<file path="config.mk">
export PLATFORM = sky130hd
export DESIGN_NAME = oukl_cell
export DESIGN_NICKNAME = d
export VERILOG_FILES = /design/src/rtl/core/ordered_unique_key_list_top_assert.svh /design/src/rtl/core/oukl_pkg.sv /design/src/rtl/core/oukl_cell.sv
export SDC_FILE = /design/constraint.sdc
export NUM_CORES = 1
export LEC_CHECK = 0
export BUFFER_PORTS_ARGS = -buffer_cell sky130_fd_sc_hd__buf_2
export CAP_MARGIN = 20
export CORE_MARGIN = 4
export CORE_UTILIZATION = 41
export CTS_CLUSTER_DIAMETER = 60
export DETAILED_ROUTE_END_ITERATION = 10
export GPL_ROUTABILITY_DRIVEN = 0
export GPL_TIMING_DRIVEN = 0
export PLACE_DENSITY = 0.9
export SYNTH_ARGS = -nofsm -noshare
export SYNTH_HDL_FRONTEND = slang
export SYNTH_SLANG_ARGS = --single-unit
export TNS_END_PERCENT = 1
</file>
<file path="constraint.sdc">
create_clock -name clk -period 3.87 [get_ports clk]
set_clock_uncertainty 0.15 [all_clocks]
set_input_delay 0.1935 -clock clk [delete_from_list [all_inputs] [get_ports clk]]
set_output_delay 0.1935 -clock clk [all_outputs]
set_load 0.02 [all_outputs]
</file>
<file path="src/rtl/core/ordered_unique_key_list_top_assert.svh">
// Assertion macros for the ordered key list.
`ifndef ORDERED_UNIQUE_KEY_LIST_TOP_ASSERT_SVH
`define ORDERED_UNIQUE_KEY_LIST_TOP_ASSERT_SVH

// Same-cycle implication.
`define OUKL_ASSERT_NOW(lbl, clk, rst_n, ante, cons) \
  lbl: assert property (@(posedge clk) disable iff (!rst_n) (ante) |-> (cons)) \
    else $error("oukl assertion failed");

// Next-cycle implication.
`define OUKL_ASSERT_NEXT(lbl, clk, rst_n, ante, cons) \
  lbl: assert property (@(posedge clk) disable iff (!rst_n) (ante) |=> (cons)) \
    else $error("oukl assertion failed");

`endif

</file>
<file path="src/rtl/core/oukl_pkg.sv">
package oukl_pkg;

  localparam int DEPTH = 64;
  localparam int IDX_W = $clog2(DEPTH);
  localparam int CNT_W = $clog2(DEPTH + 1);
  localparam int KEY_W = 32;
  localparam int CMD_W = 3;
  localparam int ST_W  = 3;
  localparam int POS_W = 7;

  localparam logic [CMD_W-1:0] CMD_ADD    = 3'd0;
  localparam logic [CMD_W-1:0] CMD_DELETE = 3'd1;
  localparam logic [CMD_W-1:0] CMD_INSERT = 3'd2;
  localparam logic [CMD_W-1:0] CMD_SEARCH = 3'd3;
  localparam logic [CMD_W-1:0] CMD_UPDATE = 3'd4;
  localparam logic [CMD_W-1:0] CMD_DUMP   = 3'd5;

  localparam logic [ST_W-1:0] ST_OK      = 3'd0;
  localparam logic [ST_W-1:0] ST_DUP     = 3'd1;
  localparam logic [ST_W-1:0] ST_MISSING = 3'd2;
  localparam logic [ST_W-1:0] ST_FULL    = 3'd3;
  localparam logic [ST_W-1:0] ST_BADPOS  = 3'd4;

  localparam logic [1:0] CELL_HOLD  = 2'd0;
  localparam logic [1:0] CELL_WRITE = 2'd1;
  localparam logic [1:0] CELL_SHR   = 2'd2;
  localparam logic [1:0] CELL_SHL   = 2'd3;

  typedef struct packed {
    logic [1:0]       op;
    logic [IDX_W-1:0] idx;
    logic [KEY_W-1:0] data;
  } cell_ctl_t;

endpackage

</file>
<file path="src/rtl/core/oukl_cell.sv">
module oukl_cell (
  input  logic                          clk,
  input  logic [oukl_pkg::IDX_W-1:0]    cell_idx,
  input  logic [oukl_pkg::CNT_W-1:0]    count,
  input  logic [oukl_pkg::KEY_W-1:0]    key,
  input  oukl_pkg::cell_ctl_t           ctl,
  input  logic [oukl_pkg::KEY_W-1:0]    prev_val,
  input  logic [oukl_pkg::KEY_W-1:0]    next_val,
  output logic [oukl_pkg::KEY_W-1:0]    val,
  output logic                          match
);

  logic [oukl_pkg::KEY_W-1:0] val_r;
  logic [oukl_pkg::KEY_W-1:0] val_nxt;
  logic                       in_use;

  assign in_use = {1'b0, cell_idx} < count;
  assign match  = in_use && (val_r == key);
  assign val    = val_r;

  always_comb begin
    val_nxt = val_r;
    unique case (ctl.op)
      oukl_pkg::CELL_WRITE: begin
        if (cell_idx == ctl.idx) val_nxt = ctl.data;
      end
      oukl_pkg::CELL_SHR: begin
        if (cell_idx > ctl.idx) val_nxt = prev_val;
        else if (cell_idx == ctl.idx) val_nxt = ctl.data;
      end
      oukl_pkg::CELL_SHL: begin
        if (cell_idx >= ctl.idx) val_nxt = next_val;
      end
      default: ;
    endcase
  end

  always_ff @(posedge clk) begin
    val_r <= val_nxt;
  end

endmodule

</file>
==> metrics <==
status=completed; Clock Latency Late Sink=0.28 ns; I/O Buffers=182; Synth Area in Adders=under 10%; clock sinks=32; Clk pwr share=approximately 20%; crit path to=val[31]$_DFFE_PP_; first-pass GRT wire length=roughly 13000 µm; Root Buffer=clkbuf_8; commonest cells after routing, fill and taps aside=buf_2 (188), mux2i_1 (32), a22oi_1 (32), xor2_1 (32), edfxtp_1 (32); initial drt markers=approximately 140; Vias/cell=5.33; row cnt=28; Fmax achieved=370 MHz; io pins=~180; crit path time final=about 2.7 ns; area of the multi-input gates=around 1400 µm²; synthesized cell area=2490 µm²; leakage=between 0.0015 and 0.002 µW; die area=~7400 µm²; FF-to-FF path depth=2; number of global-route vias before repair=~2700; Area growth syn-to-layout=44.2%; switching pwr=between 400 and 500 µW; DR vias=roughly 2600; Relative slew margins=41.1%; VDD IR max=about 0.00017 V; Hold Fails Final Rpt=0; dpl hpwl=roughly 7000 µm; TritonCTS clock tree=yes; layout cell share with drive strength beyond 1=about 48%; cells after synthesis=~230; Post-CTS Setup Bufs=0; Sw Ratio=35.0%; final count of negative-setup-slack endpoints=0; largest family of logic cells by synthesized area=compound AO/OA/AOI/OAI gates; placed cell count=slightly below 500; max incr delay on CP=approximately 0.71 ns; chip height=between 80 and 90 µm; HP Class=in -> reg; critical path's top delay family=buffers and inverters; unrepaired setup endpoints after global routing=false; fin nets=585; FF-to-FF Start=val[28]$_DFFE_PP_; pin count of the biggest net entering global routing=19; die extent in x=approximately 86 µm; crit path from=cell_idx[5]; CP required=about 3.7 ns; antenna violations before repair=0; total track usage=~22%; crit path max fanout=18; Num CTS Buffers=5; H-tree depth=2; fillers=slightly above 500; DRC errors left=0; commonest non-fill, non-tap cell in the layout=buf_2; WP buf/inv=3; Starting Density=42.1%; YS warnings=0; Setup TNS=0 ns; CP cell instances=buf_2 -> ha_1 -> nand4_2 -> nor2_4 -> buf_2 -> nor2_1 -> a22oi_2 -> buf_8; Max Buffers Root-to-Sink=2; Post-Syn Nets=395; count of different cell masters after synthesis=30; sequential-to-total area share from yosys stat=between 30% and 40%; Critical Path Slowest Stage Cell=a22oi_2; max capacitance violation total=0; core area=approximately 5900 µm²; arrival time of the worst setup path=between 2 and 3 ns; crit end category=flop; Worst R2R Setup Slack=between 2 and 3 ns; simple-gate area share of the yosys netlist=5.72%; max-slew violation count=0; Post-Layout Cell Count=497; 1st-pass router iterations=4; register cell area after layout=between 900 and 1000 µm²; PwrDens=between 300 and 400 nW/µm²; Synth Area in Compound Gates=about 20%; GRT overflow=0; fin crit share=a little over two thirds; R2R Path End=val[28]$_DFFE_PP_; critical path class=in -> reg; Mean Syn Cell Area=between 10 and 15 µm²; register bit total from synthesis=32; post-DR wirelength/cell=about 17 µm; Worst path depth=8; CP dominant cell by count=buf_2; Post-Synth XOR/XNOR Area=11.2%; mux share of post-synthesis cell area=between 10% and 20%; Comb pwr share=a little under two fifths; Worst Setup Start Kind=primary input; post-CTS resize count=0; Final ANT Viol Nets=0; Antenna Cells=0; Slew @ Worst Pin=~0.9 ns; hold_buf cts=0; DRT Wirelength=8570 µm; clk slew on worst S/H paths=approximately 0.07 ns; max reg flops=32; sequential share of power=~44%; Internal=just under 800 µW
logic make-up after synthesis:
| logic type | count (synthesis) |
|---|---|
| compound gates | 76 |
| xor+xnor | 32 |
| mux | 32 |
| flops | 32 |
| buf+inv | 26 |
| simple gates | 21 |
| fa+ha+maj | 13 |
worst min path at each step:
stage / from / to / cells past startpoint
CTS: prev_val[14] / val[14]$_DFFE_PP_ / 3
finish: prev_val[0] / val[0]$_DFFE_PP_ / 3
global route: prev_val[14] / val[14]$_DFFE_PP_ / 3
floorplan: prev_val[0] / val[0]$_DFFE_PP_ / 2
detailed placement: prev_val[13] / val[13]$_DFFE_PP_ / 3
global placement: prev_val[19] / val[19]$_DFFE_PP_ / 3
worst min-delay path, cell delays in order:
cell,delay (ns)
buf_2,0.08
a22oi_1,0.05
o21ai_0,0.07
synthesized netlist by cell type, drive strengths merged:
cell type / n / area, µm²
a22oi: 34 / 269
o21ai: 33 / 165
edfxtp: 32 / 961
mux2i: 32 / 320
xor2: 32 / 280
ha: 13 / 163
inv: 13 / 48.8
buf: 10 / 67.6
nor4: 8 / 50.1
a21o: 3 / 22.5
a21oi: 3 / 15.0
clkbuf: 3 / 11.3
nand4: 3 / 25.0
nand2b: 2 / 12.5
nor2: 2 / 15.0
a31oi: 1 / 12.5
and3: 1 / 11.3
nand2: 1 / 3.75
nand3: 1 / 5.00
nand4b: 1 / 8.76
nor2b: 1 / 6.26
nor3: 1 / 5.00
o21bai: 1 / 7.51
o22ai: 1 / 6.26
power groups by stage:
stage	Combinational, µW	Clock [µW]	Sequential [µW]
floorplan	179	0	592
global placement	423	0	530
detailed placement	444	0	530
CTS	445	244	523
global route	483	259	531
finish	444	237	524
final cells by class:
class / instances / area share, %
Inverter: 13 / 1.36
Clock buffer: 6 / 2.02
Timing Repair Buffer: 183 / 25.8
Multi-Input combinational cell: 174 / 39.2
Clock inverter: 1 / 0.139
Buffer: 13 / 2.19
Tap cell: 75 / 2.61
Sequential cell: 32 / 26.7
layer usage:
layer / vias to the layer above / GRT usage [%] / wire [µm]
met1: 1251 / 25.4 / 3290
li1: 1268 / - / -
met5: - / 0 / 0
met3: 9 / 4.71 / 676
met2: 121 / 41.1 / 4540
met4: 0 / 5.90 / 77
stage by stage:
step           instance area, µm²  worst slack, ns  util [%]  hold slack, ns  total power [µW]
2_1_floorplan                2490            0.452         -           0.253               771
3_3_place_gp                 3500           -0.541      59.1           0.343               954
3_5_place_dp                 3520            0.869      59.4           0.355               974
4_1_cts                      3590             1.15      60.7          0.0604              1210
5_1_grt                      3590             1.01      60.7          0.0733              1270
6_report                     3590             1.16      60.7          0.0697              1200
Note: power is estimated with default switching activity, not from simulation.
