### config.mk
export PLATFORM = sky130hd
export DESIGN_NAME = oukl_prio
export DESIGN_NICKNAME = d
export VERILOG_FILES = /design/src/rtl/core/ordered_unique_key_list_top_assert.svh /design/src/rtl/core/oukl_pkg.sv /design/src/rtl/core/oukl_prio.sv
export SDC_FILE = /design/constraint.sdc
export NUM_CORES = 1
export LEC_CHECK = 0
export BUFFER_PORTS_ARGS = -buffer_cell sky130_fd_sc_hd__buf_4
export CAP_MARGIN = 0
export CORE_ASPECT_RATIO = 1.5
export CORE_MARGIN = 1
export CORE_UTILIZATION = 40
export DETAILED_ROUTE_END_ITERATION = 6
export PLACE_DENSITY = 0.93
export SLEW_MARGIN = 20
export SYNTH_ARGS = -nofsm -noshare
export SYNTH_HDL_FRONTEND = slang
export SYNTH_SLANG_ARGS = --single-unit
### constraint.sdc
create_clock -name vclk -period 1.59
set_input_delay 0 -clock vclk [all_inputs]
set_output_delay 0 -clock vclk [all_outputs]
set_load 0.005 [all_outputs]
### src/rtl/core/ordered_unique_key_list_top_assert.svh
// Assertion macros for the ordered key list.
`ifndef ORDERED_UNIQUE_KEY_LIST_TOP_ASSERT_SVH
`define ORDERED_UNIQUE_KEY_LIST_TOP_ASSERT_SVH

// Same-cycle implication.
`define OUKL_ASSERT_NOW(lbl, clk, rst_n, ante, cons) \
  lbl: assert property (@(posedge clk) disable iff (!rst_n) (ante) |-> (cons)) \
    else $error("oukl assertion failed");

// Next-cycle implication.
`define OUKL_ASSERT_NEXT(lbl, clk, rst_n, ante, cons) \
  lbl: assert property (@(posedge clk) disable iff (!rst_n) (ante) |=> (cons)) \
    else $error("oukl assertion failed");

`endif

### src/rtl/core/oukl_pkg.sv
package oukl_pkg;

  localparam int DEPTH = 64;
  localparam int IDX_W = $clog2(DEPTH);
  localparam int CNT_W = $clog2(DEPTH + 1);
  localparam int KEY_W = 32;
  localparam int CMD_W = 3;
  localparam int ST_W  = 3;
  localparam int POS_W = 7;

  localparam logic [CMD_W-1:0] CMD_ADD    = 3'd0;
  localparam logic [CMD_W-1:0] CMD_DELETE = 3'd1;
  localparam logic [CMD_W-1:0] CMD_INSERT = 3'd2;
  localparam logic [CMD_W-1:0] CMD_SEARCH = 3'd3;
  localparam logic [CMD_W-1:0] CMD_UPDATE = 3'd4;
  localparam logic [CMD_W-1:0] CMD_DUMP   = 3'd5;

  localparam logic [ST_W-1:0] ST_OK      = 3'd0;
  localparam logic [ST_W-1:0] ST_DUP     = 3'd1;
  localparam logic [ST_W-1:0] ST_MISSING = 3'd2;
  localparam logic [ST_W-1:0] ST_FULL    = 3'd3;
  localparam logic [ST_W-1:0] ST_BADPOS  = 3'd4;

  localparam logic [1:0] CELL_HOLD  = 2'd0;
  localparam logic [1:0] CELL_WRITE = 2'd1;
  localparam logic [1:0] CELL_SHR   = 2'd2;
  localparam logic [1:0] CELL_SHL   = 2'd3;

  typedef struct packed {
    logic [1:0]       op;
    logic [IDX_W-1:0] idx;
    logic [KEY_W-1:0] data;
  } cell_ctl_t;

endpackage

### src/rtl/core/oukl_prio.sv
module oukl_prio (
  input  logic [oukl_pkg::DEPTH-1:0]  match,
  output logic [oukl_pkg::CNT_W-1:0]  hit_pos
);

  // one-based position of the lowest set bit, 0 if none
  always_comb begin
    hit_pos = '0;
    for (int i = oukl_pkg::DEPTH - 1; i >= 0; i--) begin
      if (match[i]) hit_pos = oukl_pkg::CNT_W'(i + 1);
    end
  end

endmodule

==> results of run 1 <==
## path summary, 6_finish.rpt
| check | cells past startpoint | to | slack [ps] | start |
|---|---|---|---|---|
| worst max-delay path | 7 | hit_pos[0] | 90 | match[29] |
| worst min-delay path | 3 | hit_pos[1] | 270 | match[0] |
## layer usage
metal	vias up	wire length (um)	track usage (%)
met2	79	2000	68.3
met5	-	0	0
met4	0	41	6.12
met1	665	1140	30.9
met3	6	232	1.60
li1	704	-	-
## layout by cell type, fill, tap and decap left out
cell        n
a2111oi_1   1
a2111oi_0   1
o311ai_0    2
and4_1      1
nor2_1     25
o41ai_1     2
o31ai_1     3
o311a_1     2
o21bai_1    4
a311oi_1    1
or4_4       1
nand4_1     2
nor4_1     15
a21boi_0    1
a2111oi_2   1
nand2b_1    1
a41oi_1     1
o32ai_1     1
buf_4      73
nor2_2      1
or4_1       3
nor2b_1     3
o21ai_1     1
a21oi_1    15
a311oi_2    1
o21a_1      1
nor3_1      7
nand2_1    12
inv_1      13
o211ai_1    4
o21ai_0     6
nand3_1     4
nor3_2      1
a211oi_1    4
## report_power, final
group          switching [uW]  internal, uW
registers                   0             0
clock network               0             0
logic                     131           151
## worst max-delay path: cells and delay by family
kind	cells	cell delay [ps]
compound gates	4	1050
buf+inv	2	290
simple gates	1	160
## synthesized netlist by cell type, drive strengths merged, types with 2 or more instances
cell     number
nor2         26
o31ai         3
o21bai        4
nand3         4
a2111oi       3
a21oi        15
nand4         2
o311a         2
a311oi        2
o311ai        2
o41ai         2
inv          13
nand2        12
or4           4
nor3          8
o211ai        4
a211oi        4
nor2b         3
nor4         15
o21ai         7
## cells by family (layout without fill, tap and decap cells)
logic type             Yosys count  in the layout  synth area share, %
and+or+nand+nor                 76             76                 48.2
AOI/OAI and AO/OA               52             52                 45.5
buffers and inverters           13             86                 6.25
## metrics by stage
| step | instances | utilization, % | setup slack [ps] |
|---|---|---|---|
| global route | 235 | 75.1 | -14.2 |
| global placement | 235 | 74.0 | 110 |
| CTS | 235 | 74.0 | 30.6 |
| detailed placement | 235 | 74.0 | 52.3 |
| floorplan | 141 | - | 398 |
| finish | 235 | 75.1 | 90.9 |
## final cells by class
class              count  area, um^2
inverters             13        48.8
repair buffers        73         548
fillers              178         455
multi-input cells    128         752
well taps             21        26.3
==> run_results.csv, run 1 <==
group,metric,value,unit
placement,dp_hpwl,2890,um
routing,ant_nets,0,
pwr,ir_drop,0.153,mV
final_layout,clock_buffers,0,
critical_path,worstPathMaxFanout,3,
final_layout,drive_above_1_share,36.4,%
routing,vias,1454,
final_layout,n_sequential_cell,0,
critical_path,cpMostUsedCell,"buf_4",
synthesis,yosysWarnings,0,
routing,dr.pass1.iters,4,
floorplan,initial_core_util,42.7,%
floorplan,die_w,38.1,um
placement,io_buffers,71,
job,maxCapViolCount,0,
final_layout,seqCellArea,0,um^2
placement,place_area,0.00136,mm^2
synthesis,netlist.area_leader.share,12.5,%
sta,fin_hold_ws,269,ps
synthesis,synth_cells,141,
routing,vias_per_cell,6.19,
floorplan,num_io_pins,71,
routing,wire_per_inst,14.5,um
sta,post-route-period-util,94.3,%
clock_tree,cts_hold_buffers,0,
pwr,power.density,205,mW/mm^2
critical_path,max_stage_delay,420,ps
sta,tightest_slew,581,ps
floorplan,rows,19,
sta,setup_viol,0,
synthesis,seq_area_frac_synth,0,%
pwr,total_power,282,uW
critical_path,cpMaxStageDelayCell,"a2111oi_2",
global_route,grt_pass1_vias,1465,
synthesis,synth_cell_types,29,
routing,wl,3410,um
worst_hold_path,hp-class,"input port to output pin",
critical_path,arrival,1500,ps
floorplan,die_h,56.1,um
floorplan,core,0.00183,mm^2
floorplan,dieArea,0.00214,mm^2
sta,rsz0062_at_grt,"true",
final_layout,design_area,0.00138,mm^2
sta,final_max_slew_viol_count,0,
clock_tree,cts_resized,0,
global_route,grt_max_degree,7,
final_layout,area_growth_syn_to_layout,76.1,%
critical_path,cp.required,1590,ps
global_route,grt_pass1_wl,5490,um
routing,drc,0,
synthesis,ys_top_cells_by_area,"nor2_1, nor4_1, a21oi_1, inv_1, nand2_1",
synthesis,syn_area,781,um^2
sta,fin_crit,1500,ps
critical_path,cp_cell_sequence,"buf_4, nor3_1, o21ai_0, a2111oi_2, a311oi_2, o41ai_1, buf_4",
final_layout,diodes,0,
global_route,antenna_found_initial,0,
global_route,grt_overflow,0,
clock_tree,post-cts-setup-buffers,0,
sta,setup-tns-final,0,ps
critical_path,worstSetupStartpointType,"input port",
run_status,status,"completed",
final_layout,final_net_count,280,
sta,hold_viol,0,
synthesis,synth_nets,205,
critical_path,worstSetupEndpointType,"output pin",
global_route,track_usage,32.6,%
pwr,p_leak,0.000587,uW
placement,finalWeightedCongestion,0.815,
synthesis,syn_avg_cell_area,5.54,um^2
sta,slew_headroom,60.8,%
sta,max_freq,667,MHz
critical_path,worstSetupPathType,"input port to output pin",
synthesis,synth_top_cell_by_area,"nor2_1",
routing,drt_iter0_drc,25,
Power figures use the tool's default switching activity.
==> inputs of run 2 (changes only) <==
Settings changed: RECOVER_POWER set to 50.
==> run 2 against run 1 <==
  * Flip-flop and latch count is the same
  * Total power is 0.50% lower
  * Hold slack better by 0.53 ps
  * Cell area down 0.27%
  * Cell count stayed put
  * First-iteration DRC count down 8.0%
  * Wire length down 0.47%
  * Die area stayed put
  * Critical path type unchanged
  * Largest power group unchanged
==> run_results.csv, run 2 (synthesis gave the netlist of run 1 again) <==
group,metric,value,unit
final_layout,n_sequential_cell,0,
global_route,antenna_found_initial,0,
critical_path,cp.required,1590,ps
floorplan,dieArea,0.00214,mm^2
final_layout,design_area,0.00137,mm^2
final_layout,seqCellArea,0,um^2
pwr,total_power,281,uW
routing,met1Wirelength,1130,um
final_layout,clock_buffers,0,
run_status,status,"completed",
routing,wire_per_inst,14.5,um
pwr,switching_share,46.5,%
routing,ant_nets,0,
critical_path,worstPathMaxFanout,4,
final_layout,mostFrequentLayoutCells,"buf_4, nor2_1, nor4_1, a21oi_1, inv_1",
routing,drc,0,
final_layout,layoutNonFillerInstCount,235,
pwr,p_sw,131,uW
sta,tightest_slew,554,ps
final_layout,drive_above_1_share,36.0,%
placement,io_buffers,71,
global_route,grt_pass1_wl,5490,um
routing,wl,3400,um
critical_path,arrival,1500,ps
sta,rsz0062_at_grt,"true",
placement,dp_hpwl,2890,um
job,maxCapViolCount,0,
pwr,power_frac_seq,0,%
floorplan,die_h,56.1,um
final_layout,fill_cells,179,
final_layout,final_net_count,280,
floorplan,rows,19,
global_route,grt_overflow,0,
sta,setup_viol,0,
routing,wl_met3,224,um
routing,wl_met2,1990,um
worst_hold_path,hp-class,"input port to output pin",
floorplan,core,0.00183,mm^2
floorplan,die_w,38.1,um
routing,dr.max_layer_used,"met4",
global_route,grt_pass1_vias,1465,
sta,slew_headroom,62.6,%
placement,dp_cells,235,
sta,final_max_slew_viol_count,0,
sta,max_freq,668,MHz
final_layout,diodes,0,
sta,hold_viol,0,
routing,vias,1456,
floorplan,initial_core_util,42.7,%
clock_tree,cts_hold_buffers,0,
pwr,power.density,205,mW/mm^2
critical_path,worstSetupPathType,"input port to output pin",
pwr,ir_drop,0.151,mV
pwr,p_leak,0.000583,uW
critical_path,worstSetupEndpointType,"output pin",
sta,post-route-period-util,94.2,%
pwr,intPower,150,uW
floorplan,num_io_pins,71,
pwr,combPwrFrac,100.0,%
final_layout,layout_commonest_cell,"buf_4",
routing,vias_per_cell,6.20,
placement,place_area,0.00136,mm^2
placement,finalWeightedCongestion,0.815,
critical_path,worstSetupStartpointType,"input port",
global_route,grt_max_degree,7,
global_route,track_usage,32.6,%
routing,drt_iter0_drc,23,
routing,dr.pass1.iters,4,
final_layout,area_growth_syn_to_layout,75.6,%
sta,fin_hold_ws,270,ps
sta,fin_crit,1500,ps
pwr,power.share.clock,0,%
final_layout,utilization,74.9,%
==> run 2: cell count changes in the layout (fill, tap and decap cells not counted), sizes merged <==
cell    change
buf         -2
clkbuf      +2
==> run 2: layer usage <==
layer  global-route usage, %  up-vias
met5                       0        -
met4                    6.12        0
met3                    1.60        7
met2                    68.3       77
met1                    30.9      666
li1                        -      706
==> run 2: layout make-up <==
cell class                      instances  area [um^2]  share of cell area, %
Inverter                               13         48.8                   3.56
Tap cell                               21         26.3                   1.92
Timing Repair Buffer                   73          544                   39.7
Multi-Input combinational cell        128          752                   54.8
==> run 2: per-stage QoR <==
step / setup WS [ps] / TNS [ps]
2_1_floorplan: 398 / 0
3_3_place_gp: 110 / 0
3_5_place_dp: 52.3 / 0
4_1_cts: 30.6 / 0
5_1_grt: -12.6 / -17.5
6_report: 92.6 / 0
==> run 2: critical path, stage by stage <==
cell,delay (ps)
buf_4,130
or4_1,540
nor2_2,160
o211ai_1,130
a311oi_2,290
o41ai_1,100
buf_4,150
==> run 2: timing repair <==
action | CTS | global route
resized for setup | 0 | 5
endpoints found under the setup margin | 0 | 2
setup buffers | 0 | 0
==> run 2: path summary, 6_finish.rpt <==
path,startpoint,to,slack [ps],cells past startpoint
worst min-delay path,match[0],hit_pos[1],270,3
worst max-delay path,match[44],hit_pos[0],90,7
==> run 2: power by group through the flow <==
stage | Sequential, uW | Clock (uW) | Combinational, uW
6_report | 0 | 0 | 281
3_5_place_dp | 0 | 0 | 273
4_1_cts | 0 | 0 | 274
2_1_floorplan | 0 | 0 | 75.2
3_3_place_gp | 0 | 0 | 262
5_1_grt | 0 | 0 | 305
